<file path="src/rtl/streaming_top_n_pixel_selector_unit_defines.svh">
// assertion macros for the top-n pixel selector
// used by the top level only; expects signals clk and rst_n in scope
`ifndef STREAMING_TOP_N_PIXEL_SELECTOR_UNIT_DEFINES_SVH
`define STREAMING_TOP_N_PIXEL_SELECTOR_UNIT_DEFINES_SVH

// property checked on every rising clk edge outside reset
`define TNPS_ASSERT(label, prop, msg) \
    label: assert property (@(posedge clk) disable iff (!rst_n) prop) else $error(msg);

// implication checked in the next cycle
`define TNPS_ASSERT_NEXT(label, trig, prop, msg) \
    label: assert property (@(posedge clk) disable iff (!rst_n) (trig) |=> (prop)) \
        else $error(msg);

`endif

</file>
<file path="src/rtl/tnps_pkg.sv">
// shared types and constants for the top-n pixel selector
// no dependencies
package tnps_pkg;

    localparam int COORD_BITS = 12;
    localparam int VALUE_BITS = 16;
    localparam int KEEP_BITS  = 5;

    // one kept pixel
    typedef struct packed {
        logic [COORD_BITS-1:0] x;
        logic [COORD_BITS-1:0] y;
        logic [VALUE_BITS-1:0] value;
    } entry_t;

    // input transfer payload
    typedef struct packed {
        logic [COORD_BITS-1:0] pixel_x;
        logic [COORD_BITS-1:0] pixel_y;
        logic [VALUE_BITS-1:0] pixel_value;
        logic                  set_end;
    } in_item_t;

    // output transfer payload
    typedef struct packed {
        logic [COORD_BITS-1:0] out_x;
        logic [COORD_BITS-1:0] out_y;
        logic [VALUE_BITS-1:0] out_value;
        logic                  out_last;
    } out_item_t;

    // per-cycle command to every cell
    typedef struct packed {
        logic insert;   // candidate transfer this cycle
        logic shift;    // move chain one place toward cell 0
    } cell_ctrl_t;

    // controller states
    typedef enum logic [1:0] {
        ST_FILL  = 2'b01,
        ST_DRAIN = 2'b10
    } state_t;

endpackage

</file>
<file path="src/rtl/tnps_cell.sv">
// one cell of the sorted insertion chain
// depends on tnps_pkg
module tnps_cell
    import tnps_pkg::*;
(
    input  logic       clk,
    input  logic       rst_n,
    input  cell_ctrl_t ctrl,
    input  logic       enable,
    input  entry_t     cand,
    input  logic       left_ins,
    input  entry_t     left_data,
    input  logic       left_valid,
    input  entry_t     right_data,
    input  logic       right_valid,
    output logic       ins,
    output entry_t     data,
    output logic       valid
);

    logic   valid_reg;
    logic   valid_next;
    entry_t data_reg;
    entry_t data_next;

    // entries past the current limit count as empty
    assign valid = valid_reg & enable;
    assign data  = data_reg;

    // candidate belongs here or further left; equal values stay ahead
    assign ins = enable & (~valid | (cand.value > data_reg.value));

    // insert from the left, shift from the right, else hold
    always_comb
    begin
        valid_next = valid_reg;
        data_next  = data_reg;
        if (ctrl.insert)
        begin
            valid_next = valid;
            if (ins)
            begin
                if (left_ins)
                begin
                    valid_next = left_valid;
                    data_next  = left_data;
                end
                else
                begin
                    valid_next = 1'b1;
                    data_next  = cand;
                end
            end
        end
        else if (ctrl.shift)
        begin
            valid_next = right_valid;
            data_next  = right_data;
        end
    end

    always_ff @(posedge clk or negedge rst_n)
    begin
        if (!rst_n)
        begin
            valid_reg <= 1'b0;
        end
        else
        begin
            valid_reg <= valid_next;
        end
    end

    always_ff @(posedge clk)
    begin
        data_reg <= data_next;
    end

endmodule

</file>
<file path="src/rtl/streaming_top_n_pixel_selector_unit.sv">
// top level of the streaming top-n pixel selector: cell chain and drain control
// depends on tnps_pkg, tnps_cell and the defines header
//
//  channel  | direction | handshake            | payload
//  ---------+-----------+----------------------+-----------
//  in       | input     | in_valid / in_ready  | in_item_t
//  out      | output    | out_valid / out_ready| out_item_t
//  cfg      | input     | cfg_we (no wait)     | keep_count
//
// every cell compares a candidate at once and the chain shifts right by one
// behind the insertion point; a new candidate is accepted while filling
// after a set_end transfer the chain shifts toward cell 0 once per result,
// so a set blocks input until its last kept pixel is loaded into the output register
// output stalls hold the chain; reset empties every cell, keep_count = 16
`include "streaming_top_n_pixel_selector_unit_defines.svh"

module streaming_top_n_pixel_selector_unit
    import tnps_pkg::*;
#(
    parameter int MAX_KEEP = 16
)
(
    input  logic                 clk,
    input  logic                 rst_n,
    input  logic                 in_valid,
    output logic                 in_ready,
    input  in_item_t             in_data,
    output logic                 out_valid,
    input  logic                 out_ready,
    output out_item_t            out_data,
    input  logic                 cfg_we,
    input  logic [KEEP_BITS-1:0] cfg_wdata
);

    localparam int CNT_BITS = $clog2(MAX_KEEP + 1);
    localparam int LW       = (CNT_BITS > KEEP_BITS) ? CNT_BITS : KEEP_BITS;

    logic [KEEP_BITS-1:0] keep_count_reg;
    state_t               state_reg;
    state_t               state_next;
    logic                 out_valid_reg;
    out_item_t            out_reg;
    logic [LW-1:0]        kc_ext;
    logic [LW-1:0]        limit;
    logic                 in_fire;
    logic                 load;
    logic                 last_item;
    cell_ctrl_t           ctrl;
    entry_t               cand;

    entry_t               cell_data  [MAX_KEEP];
    logic [MAX_KEEP-1:0]  cell_valid;
    logic [MAX_KEEP-1:0]  cell_ins;
    logic [MAX_KEEP-1:0]  cell_en;

    // keep count register
    always_ff @(posedge clk or negedge rst_n)
    begin
        if (!rst_n)
        begin
            keep_count_reg <= KEEP_BITS'(16);
        end
        else if (cfg_we)
        begin
            keep_count_reg <= cfg_wdata;
        end
    end

    // effective limit: zero acts as one, saturate at chain length
    always_comb
    begin
        kc_ext = LW'(keep_count_reg);
        if (kc_ext == '0)
        begin
            limit = LW'(1);
        end
        else if (kc_ext > LW'(MAX_KEEP))
        begin
            limit = LW'(MAX_KEEP);
        end
        else
        begin
            limit = kc_ext;
        end
    end

    assign in_ready  = (state_reg == ST_FILL);
    assign in_fire   = in_valid & in_ready;
    assign load      = (state_reg == ST_DRAIN) & (~out_valid_reg | out_ready);
    assign ctrl      = '{insert: in_fire, shift: load};
    assign cand      = '{x: in_data.pixel_x, y: in_data.pixel_y, value: in_data.pixel_value};

    // cell chain
    genvar gi;
    generate
        for (gi = 0; gi < MAX_KEEP; gi++)
        begin : g_cell
            logic   l_ins;
            logic   l_valid;
            entry_t l_data;
            logic   r_valid;
            entry_t r_data;

            assign cell_en[gi] = (LW'(gi) < limit);

            if (gi == 0)
            begin : g_head
                assign l_ins   = 1'b0;
                assign l_valid = 1'b0;
                assign l_data  = cand;
            end
            else
            begin : g_mid
                assign l_ins   = cell_ins[gi-1];
                assign l_valid = cell_valid[gi-1];
                assign l_data  = cell_data[gi-1];
            end

            if (gi == MAX_KEEP - 1)
            begin : g_tail
                assign r_valid = 1'b0;
                assign r_data  = cand;
            end
            else
            begin : g_body
                assign r_valid = cell_valid[gi+1];
                assign r_data  = cell_data[gi+1];
            end

            tnps_cell u_cell (
                .clk         (clk),
                .rst_n       (rst_n),
                .ctrl        (ctrl),
                .enable      (cell_en[gi]),
                .cand        (cand),
                .left_ins    (l_ins),
                .left_data   (l_data),
                .left_valid  (l_valid),
                .right_data  (r_data),
                .right_valid (r_valid),
                .ins         (cell_ins[gi]),
                .data        (cell_data[gi]),
                .valid       (cell_valid[gi])
            );
        end
    endgenerate

    // final result when nothing sits behind cell 0
    generate
        if (MAX_KEEP == 1)
        begin : g_last_one
            assign last_item = 1'b1;
        end
        else
        begin : g_last_many
            assign last_item = ~cell_valid[1];
        end
    endgenerate

    // fill / drain control
    always_comb
    begin
        state_next = state_reg;
        case (state_reg)
            ST_FILL:
            begin
                if (in_fire && in_data.set_end)
                begin
                    state_next = ST_DRAIN;
                end
            end
            ST_DRAIN:
            begin
                if (load && last_item)
                begin
                    state_next = ST_FILL;
                end
            end
            default:
            begin
                state_next = ST_FILL;
            end
        endcase
    end

    always_ff @(posedge clk or negedge rst_n)
    begin
        if (!rst_n)
        begin
            state_reg     <= ST_FILL;
            out_valid_reg <= 1'b0;
        end
        else
        begin
            state_reg <= state_next;
            if (load)
            begin
                out_valid_reg <= 1'b1;
            end
            else if (out_ready)
            begin
                out_valid_reg <= 1'b0;
            end
        end
    end

    // output register, loaded from the head cell
    always_ff @(posedge clk)
    begin
        if (load)
        begin
            out_reg <= '{out_x: cell_data[0].x, out_y: cell_data[0].y,
                         out_value: cell_data[0].value, out_last: last_item};
        end
    end

    assign out_valid = out_valid_reg;
    assign out_data  = out_reg;

    // checks
    `TNPS_ASSERT(a_drain_head_valid, (state_reg == ST_DRAIN) |-> cell_valid[0], "drain with empty head cell")
    `TNPS_ASSERT(a_valid_prefix, ((cell_valid & (cell_valid + MAX_KEEP'(1))) == '0), "kept entries not contiguous from cell 0")
    `TNPS_ASSERT_NEXT(a_last_ends_drain, load && last_item, (state_reg == ST_FILL) && out_valid_reg && out_data.out_last, "final result did not end the drain")

endmodule
</file>
<file path="config.mk">
export PLATFORM = sky130hd
export DESIGN_NAME = streaming_top_n_pixel_selector_unit
export DESIGN_NICKNAME = d
export VERILOG_FILES = /design/src/rtl/tnps_pkg.sv /design/src/rtl/tnps_cell.sv /design/src/rtl/streaming_top_n_pixel_selector_unit.sv
export VERILOG_INCLUDE_DIRS = /design/src /design/src/rtl
export SDC_FILE = /design/constraint.sdc
export NUM_CORES = 2
export LEC_CHECK = 0
export BUFFER_PORTS_ARGS = -buffer_cell sky130_fd_sc_hd__buf_4
export CORE_MARGIN = 2
export CORE_UTILIZATION = 50
export CTS_CLUSTER_DIAMETER = 30
export DETAILED_ROUTE_END_ITERATION = 8
export PLACE_DENSITY_LB_ADDON = 0.05
export SYNTH_ARGS = -nofsm -noshare
export SYNTH_HDL_FRONTEND = slang
export SYNTH_SLANG_ARGS = --single-unit
</file>
<file path="constraint.sdc">
create_clock -name clk -period 6 [get_ports clk]
set_clock_uncertainty 0.05 [all_clocks]
set_input_delay 0.9 -clock clk [delete_from_list [all_inputs] [get_ports clk]]
set_output_delay 0.9 -clock clk [all_outputs]
set_load 0.02 [all_outputs]
</file>
Yosys cells after proc, flatten, opt, wreduce, memory -nomap -nowiden
Cells that the tools add are included.
{"block": "totals", "regBits": 705, "elab_cells": 347, "inputBits": 51}
{"block": "classes", "order_cmp": 33, "eq_ne": 20, "bitwise_logic": 68, "reduce_logical": 22, "mux": 133}
{"operator": "40-bit two-way mux", "n": 63}
{"operator": "16-bit greater-than comparator", "n": 16}
{"operator": "1-bit two-way mux", "n": 65}
{"operator": "4-bit by 5-bit < comparator with 1-bit output, first input constant", "n": 8}
{"operator": "2-bit by 1-bit != test with 1-bit output, second input constant", "n": 18}
{"operator": "1-bit AND", "n": 34}
{"operator": "2-bit AND reduction", "n": 17}
{"operator": "3-bit by 5-bit < comparator with 1-bit output, first input constant", "n": 4}
{"operator": "1-bit NOT", "n": 17}
{"operator": "1-bit OR", "n": 17}
{"operator": "1-bit by 5-bit < comparator with 1-bit output, first input constant", "n": 2}
{"operator": "2-bit by 5-bit < comparator with 1-bit output, first input constant", "n": 2}
{"operator": "5-bit two-way mux", "n": 2}
{"operator": "5-bit greater-than comparator, second input constant", "n": 1}
{"operator": "5-bit zero test", "n": 1}
{"operator": "2-bit two-way mux", "n": 2}
{"operator": "2-bit case mux with 2 select lines", "n": 1}
{"operator": "2-bit nonzero test", "n": 2}
{"operator": "2-bit by 1-bit equality test with 1-bit output, second input constant", "n": 1}
{"operator": "2-bit equality test, second input constant", "n": 1}
{"operator": "1-bit logical AND", "n": 2}

Depth between registers and ports, before layout
{"block": "logic_depth", "depth_word": 11, "ltp_mapped": 12}

Hierarchy
A second synthesis with hierarchy kept.
{"block": "unflattened", "cells_unflattened": 3977, "hier_area_um2": 42410.7}
{"mod": "tnps_cell at g_cell[0].u_cell ...", "area_per_inst_um2": 2541.2, "cells_each": 243, "n_inst": 12}
{"mod": "tnps_cell at g_cell[7].u_cell ...", "area_per_inst_um2": 2548.7, "cells_each": 241, "n_inst": 3}
{"mod": "tnps_cell at g_cell[6].u_cell", "area_per_inst_um2": 2539.9, "cells_each": 243, "n_inst": 1}
{"mod": "streaming_top_n_pixel_selector_unit", "area_per_inst_um2": 1730.4, "cells_each": 95, "n_inst": 1}

Worst setup path before layout
Ideal clock, no wire load.
{"block": "synth_path", "kind": "input port to flip-flop", "from": "input in_data[1] (netlist name)", "to": "register g_cell[6].u_cell.data_reg (netlist bit g_cell[6].u_cell.data[0]), enable pin", "required_time_ns": 5.457, "path_buffers": 2, "setup_ns": 0.493, "arrival_time_ns": 5.454, "path_slack_ns": 0.004, "cell_stages": 8, "cell_sequence": "clkbuf_1 inv_1 ha_1 and4_1 a31oi_2 nand2_2 buf_2 o21ai_0"}
{"block": "synth_via", "elab_chain_cells": 5}
{"item": "start: declaration", "line": "streaming_top_n_pixel_selector_unit.sv:27", "rtl": "input in_item_t in_data,"}
{"item": "16-bit greater-than comparator", "line": "tnps_cell.sv:31", "rtl": "assign ins = enable & (~valid | (cand.value > data_reg.value));"}
{"item": "1-bit OR", "line": "tnps_cell.sv:31"}
{"item": "1-bit AND", "line": "tnps_cell.sv:31"}
{"item": "2-bit by 1-bit != test with 1-bit output (no line)"}
{"item": "2-bit AND reduction (no line)"}
{"item": "end signal: assignment", "line": "tnps_cell.sv:76", "rtl": "data_reg <= data_next;"}
{"item": "end: declaration", "line": "tnps_cell.sv:23", "rtl": "entry_t data_reg;"}
No other way between the ends.
A chain may end at the register's enable or synchronous reset.

Worst setup path in the final report
{"block": "layout_path", "from": "register state_reg[0]", "to": "register g_cell[15].u_cell.data_reg (netlist bit g_cell[15].u_cell.data[25]), enable pin"}
{"block": "layout_via", "elab_chain_cells": 4, "word_cells_on_any_way": 7, "cone_classes": "3 x eq/ne; 2 x bitwise; 2 x reduce/logical"}
{"item": "start: declaration", "line": "streaming_top_n_pixel_selector_unit.sv:39", "rtl": "state_t state_reg;"}
{"item": "start signal: assignment", "line": "streaming_top_n_pixel_selector_unit.sv:195", "rtl": "state_reg <= state_next;"}
{"item": "2-bit by 1-bit equality test with 1-bit output or 2-bit equality test (tied branches)", "line": "streaming_top_n_pixel_selector_unit.sv:87, streaming_top_n_pixel_selector_unit.sv:89"}
{"item": "1-bit AND, on equally long branches", "line": "streaming_top_n_pixel_selector_unit.sv:88, streaming_top_n_pixel_selector_unit.sv:89"}
{"item": "2-bit by 1-bit != test with 1-bit output (no line) or 2-bit nonzero test (tied branches)"}
{"item": "2-bit AND reduction (no line) *"}
{"item": "end signal: assignment", "line": "tnps_cell.sv:76"}
{"item": "end: declaration", "line": "tnps_cell.sv:23"}
Mark *: on every way between the ends. The rest lies on a longest branch, timed or not.

==> key figures <==
Pwr
  • Clk pwr share: 0.447
  • Combinational share of power: 0.217
  • Design Power: 0.0216 W
  • PwrDens: 448 nW/um^2
  • Leakage power: 20.1 nW
  • Psw: 0.00664 W
  • Power share of the sequential group: 0.336
  • Switching share of power: 0.307
  • Worst vdd ir: 0.315 mV
  • Power Internal: 0.0150 W

Floorplanning
  • IO Count: 94
  • DIE AREA: 83,900 um^2
  • Row Count: 104
  • Core region area: 80,700 um^2
  • Initial core utilization: 0.506
  • Die W: 290 um
  • Die Y: 290 um

Timing
  • Tightest Pin Transition: 1.17 ns
  • Fin. Hold Viols: 0
  • Final clock period utilization by the worst path: 0.654
  • RSZ-0062 raised after global routing: no
  • Max-slew violations: 0
  • Max-slew headroom: 0.215
  • Setup TNS Final: 0 ns
  • PnR worst setup slack: 2.08 ns
  • Number of setup violations in the final report: 0
  • Tmin final: 3.92 ns
  • F_max: 255 MHz

Yosys
  • Mux contribution to synthesized area: 0.110
  • Asr flop ratio synth: 0.0340
  • Avg Inst Size Synth: 10.5 um^2
  • Yosys warns: 0
  • EDFF count, synth: 681
  • Cell taking the most area after synthesis: edfxtp_1
  • Largest family of logic cells by synthesized area: compound AO/OA/AOI/OAI gates
  • Syn Inst Count: 3,873
  • Top-area cell type share of the netlist area: 0.501
  • Post-Syn Area: 40,800 um^2
  • Sequential area share after synthesis: 0.516
  • Synth Area in Adders: 0.0785
  • Syn_nets: 4,180
  • Library cells used by synthesis: 65
  • Top cells by area, synth: edfxtp_1 50%, mux2i_1 9.8%, ha_1 7.9%, nand2_1 5.2%, a21oi_1 3.8%
  • Most used DFF post-synth: edfxtp_1
  • Synth Area in Compound Gates: 0.135
  • Post-Synth Simple-Gate Area: 0.107
  • Register bit total from synthesis: 705
  • Xor/xnor share of the synthesized area: 0

Layout
  • Commonest non-fill, non-tap cells in the layout: 681 x edfxtp_1, 553 x nand2_1, 400 x mux2i_1
  • Layout cells sized above 1: 0.126
  • # diodes: 0
  • Area growth from synthesis to layout: 18.4%
  • Final net count: 4,228
  • Largest register FFs: 640
  • Fin area: 48,300 um^2
  • Most common cell after layout, fill and taps aside: edfxtp_1
  • Core Util, Final: 0.599

Placement
  • Dpl hpwl: 80,000 um
  • Port-buffer cells: 93
  • Post-Place Setup Slack: 1.50 ns
  • GP Congestion: 0.936
  • Dpl cell area: 42,200 um^2

Run
  • Max Cap Viol: 0

Route
  • Vias post-DR: 30,800
  • DRT antenna net count: 0
  • DR pass1 iterations: 8
  • Total wire length: 115,000 um
  • Initial DRC Count: 2,127
  • Wire length per cell: 22.4 um
  • Vias/cell: 6.00
  • Drt drc: 0

GRT
  • Vias in the first global route: 32,500
  • Antenna violations before repair: 1
  • GRT Total Usage: 0.273
  • Largest net degree at the start of global routing: 247
  • Grt ovf: 0
  • First-pass GRT wire length: 179,000 um

CTS
  • Clock transition at the registers of the reported paths: 0.04 ns
  • CTS Root Cell: clkbuf_16
  • Clk_lat worst skew: 0.73 ns
  • Max clock buf depth: 3
  • Cts repair resizes: 0
  • Setup repair bufs after CTS: 0
  • Post-CTS Hold Buffers: 0
  • CTS tree: yes
  • Clk sinks: 705
  • Htree depth: 4
  • CTS Buf Count: 174

Critical path
  • Req. time, crit path: 6.35 ns
  • CP Data Arrival Time: 4.28 ns
  • CP bufs+invs: 1
  • Worst path slowest cell: and2_4
  • Critical Path End Type: flip-flop
  • Crit path cell chain: nor2b_1 -> and2_4 -> o311ai_0 -> o21ai_4 -> buf_4
  • CP max stage delay: 0.81 ns
  • R2R cell count: 5
  • FF-to-FF End: g_cell[15].u_cell.data[25]$_DFFE_PP_
  • Worst setup SP type: flip-flop
  • R2R Path Start: state_reg[0]$_DFFE_PN1P_
  • Critical path class: flip-flop to flip-flop
  • Crit-path leading delay family: simple AND/OR/NAND/NOR gates
  • Slack of the worst reg-to-reg path: 2.08 ns
  • Maximum fanout along the worst path: 72

Outcome
  • Status: completed

Min path
  • Worst min path class: input port to async pin
==> worst max path at each step <==
stage                     slack [ns]                                   end                     start  cells past startpoint
final                           2.08  g_cell[15].u_cell.data[25]$_DFFE_PP_  state_reg[0]$_DFFE_PN1P_                      5
after detailed placement        1.50   g_cell[6].u_cell.data[28]$_DFFE_PP_               in_data[14]                      9
after global placement          1.62   g_cell[6].u_cell.data[24]$_DFFE_PP_               in_data[16]                      9
after CTS                       1.99  g_cell[15].u_cell.data[25]$_DFFE_PP_  state_reg[0]$_DFFE_PN1P_                      5
after global routing            1.81  g_cell[15].u_cell.data[28]$_DFFE_PP_  state_reg[0]$_DFFE_PN1P_                      5
after floorplan                0.004    g_cell[6].u_cell.data[0]$_DFFE_PP_                in_data[1]                      8
==> cell families after synthesis <==
group	after synthesis
adder cells (fa/ha/maj)	256
multiplexers	444
AO/OA/AOI/OAI	926
flip-flops	705
buffers and inverters	530
AND/OR/NAND/NOR	1012
==> synthesized netlist by cell type (3+ instances only) <==
master / number
a21bo_2: 5
a21o_1: 22
nand2_1: 562
a32oi_1: 42
and4_1: 14
nand3_1: 113
nor3_1: 20
buf_1: 6
edfxtp_1: 681
a31oi_1: 36
mux2i_1: 400
nand4_1: 46
nand2b_1: 11
a22oi_1: 34
mux2_2: 44
a41o_1: 4
a221o_1: 6
buf_4: 19
nor2b_1: 15
o21ai_1: 15
dfrtp_1: 22
o211a_1: 3
a211oi_1: 6
o211ai_1: 84
nand3_2: 3
o21ai_0: 305
buf_2: 34
or2_2: 5
nor4_1: 9
and2_1: 7
o221ai_1: 16
o21bai_1: 6
a21oi_1: 310
and3_1: 12
ha_1: 256
buf_6: 11
a211o_1: 4
o21a_1: 6
nor2_1: 186
clkbuf_1: 197
inv_1: 263
==> power by group through the flow <==
stage / Sequential (W) / Clock, W / Combinational (W)
final: 0.00726 / 0.00966 / 0.00469
after floorplan: 0.00712 / 0 / 0.00352
after CTS: 0.00726 / 0.00978 / 0.00468
after global routing: 0.00734 / 0.0100 / 0.00519
after detailed placement: 0.00734 / 0 / 0.00465
after global placement: 0.00733 / 0 / 0.00449
==> per-layer routing <==
| metal | vias to the layer above | wire length [um] | global-route usage |
|---|---|---|---|
| met1 | 15200 | 45900 | 0.321 |
| met2 | 904 | 59200 | 0.490 |
| met3 | 306 | 5230 | 0.0393 |
| li1 | 14400 | - | - |
| met5 | - | 10 | 0 |
| met4 | 2 | 4620 | 0.128 |
==> layout make-up <==
cell class	count	area [um^2]
Fill cell	6667	32400
Sequential cell	705	21100
Multi-Input combinational cell	2638	17800
Clock buffer	203	4600
Clock inverter	123	1490
Tap cell	1060	1330
Timing Repair Buffer	139	1090
Inverter	263	987
==> stage by stage <==
step | std cells | hold slack (ns)
after global placement | 4805 | 0.397
final | 5131 | 0.0714
after CTS | 5131 | 0.0498
after global routing | 5131 | 0.0711
after detailed placement | 4805 | 0.394
after floorplan | 3873 | 0.376
Power figures use the tool's default switching activity.
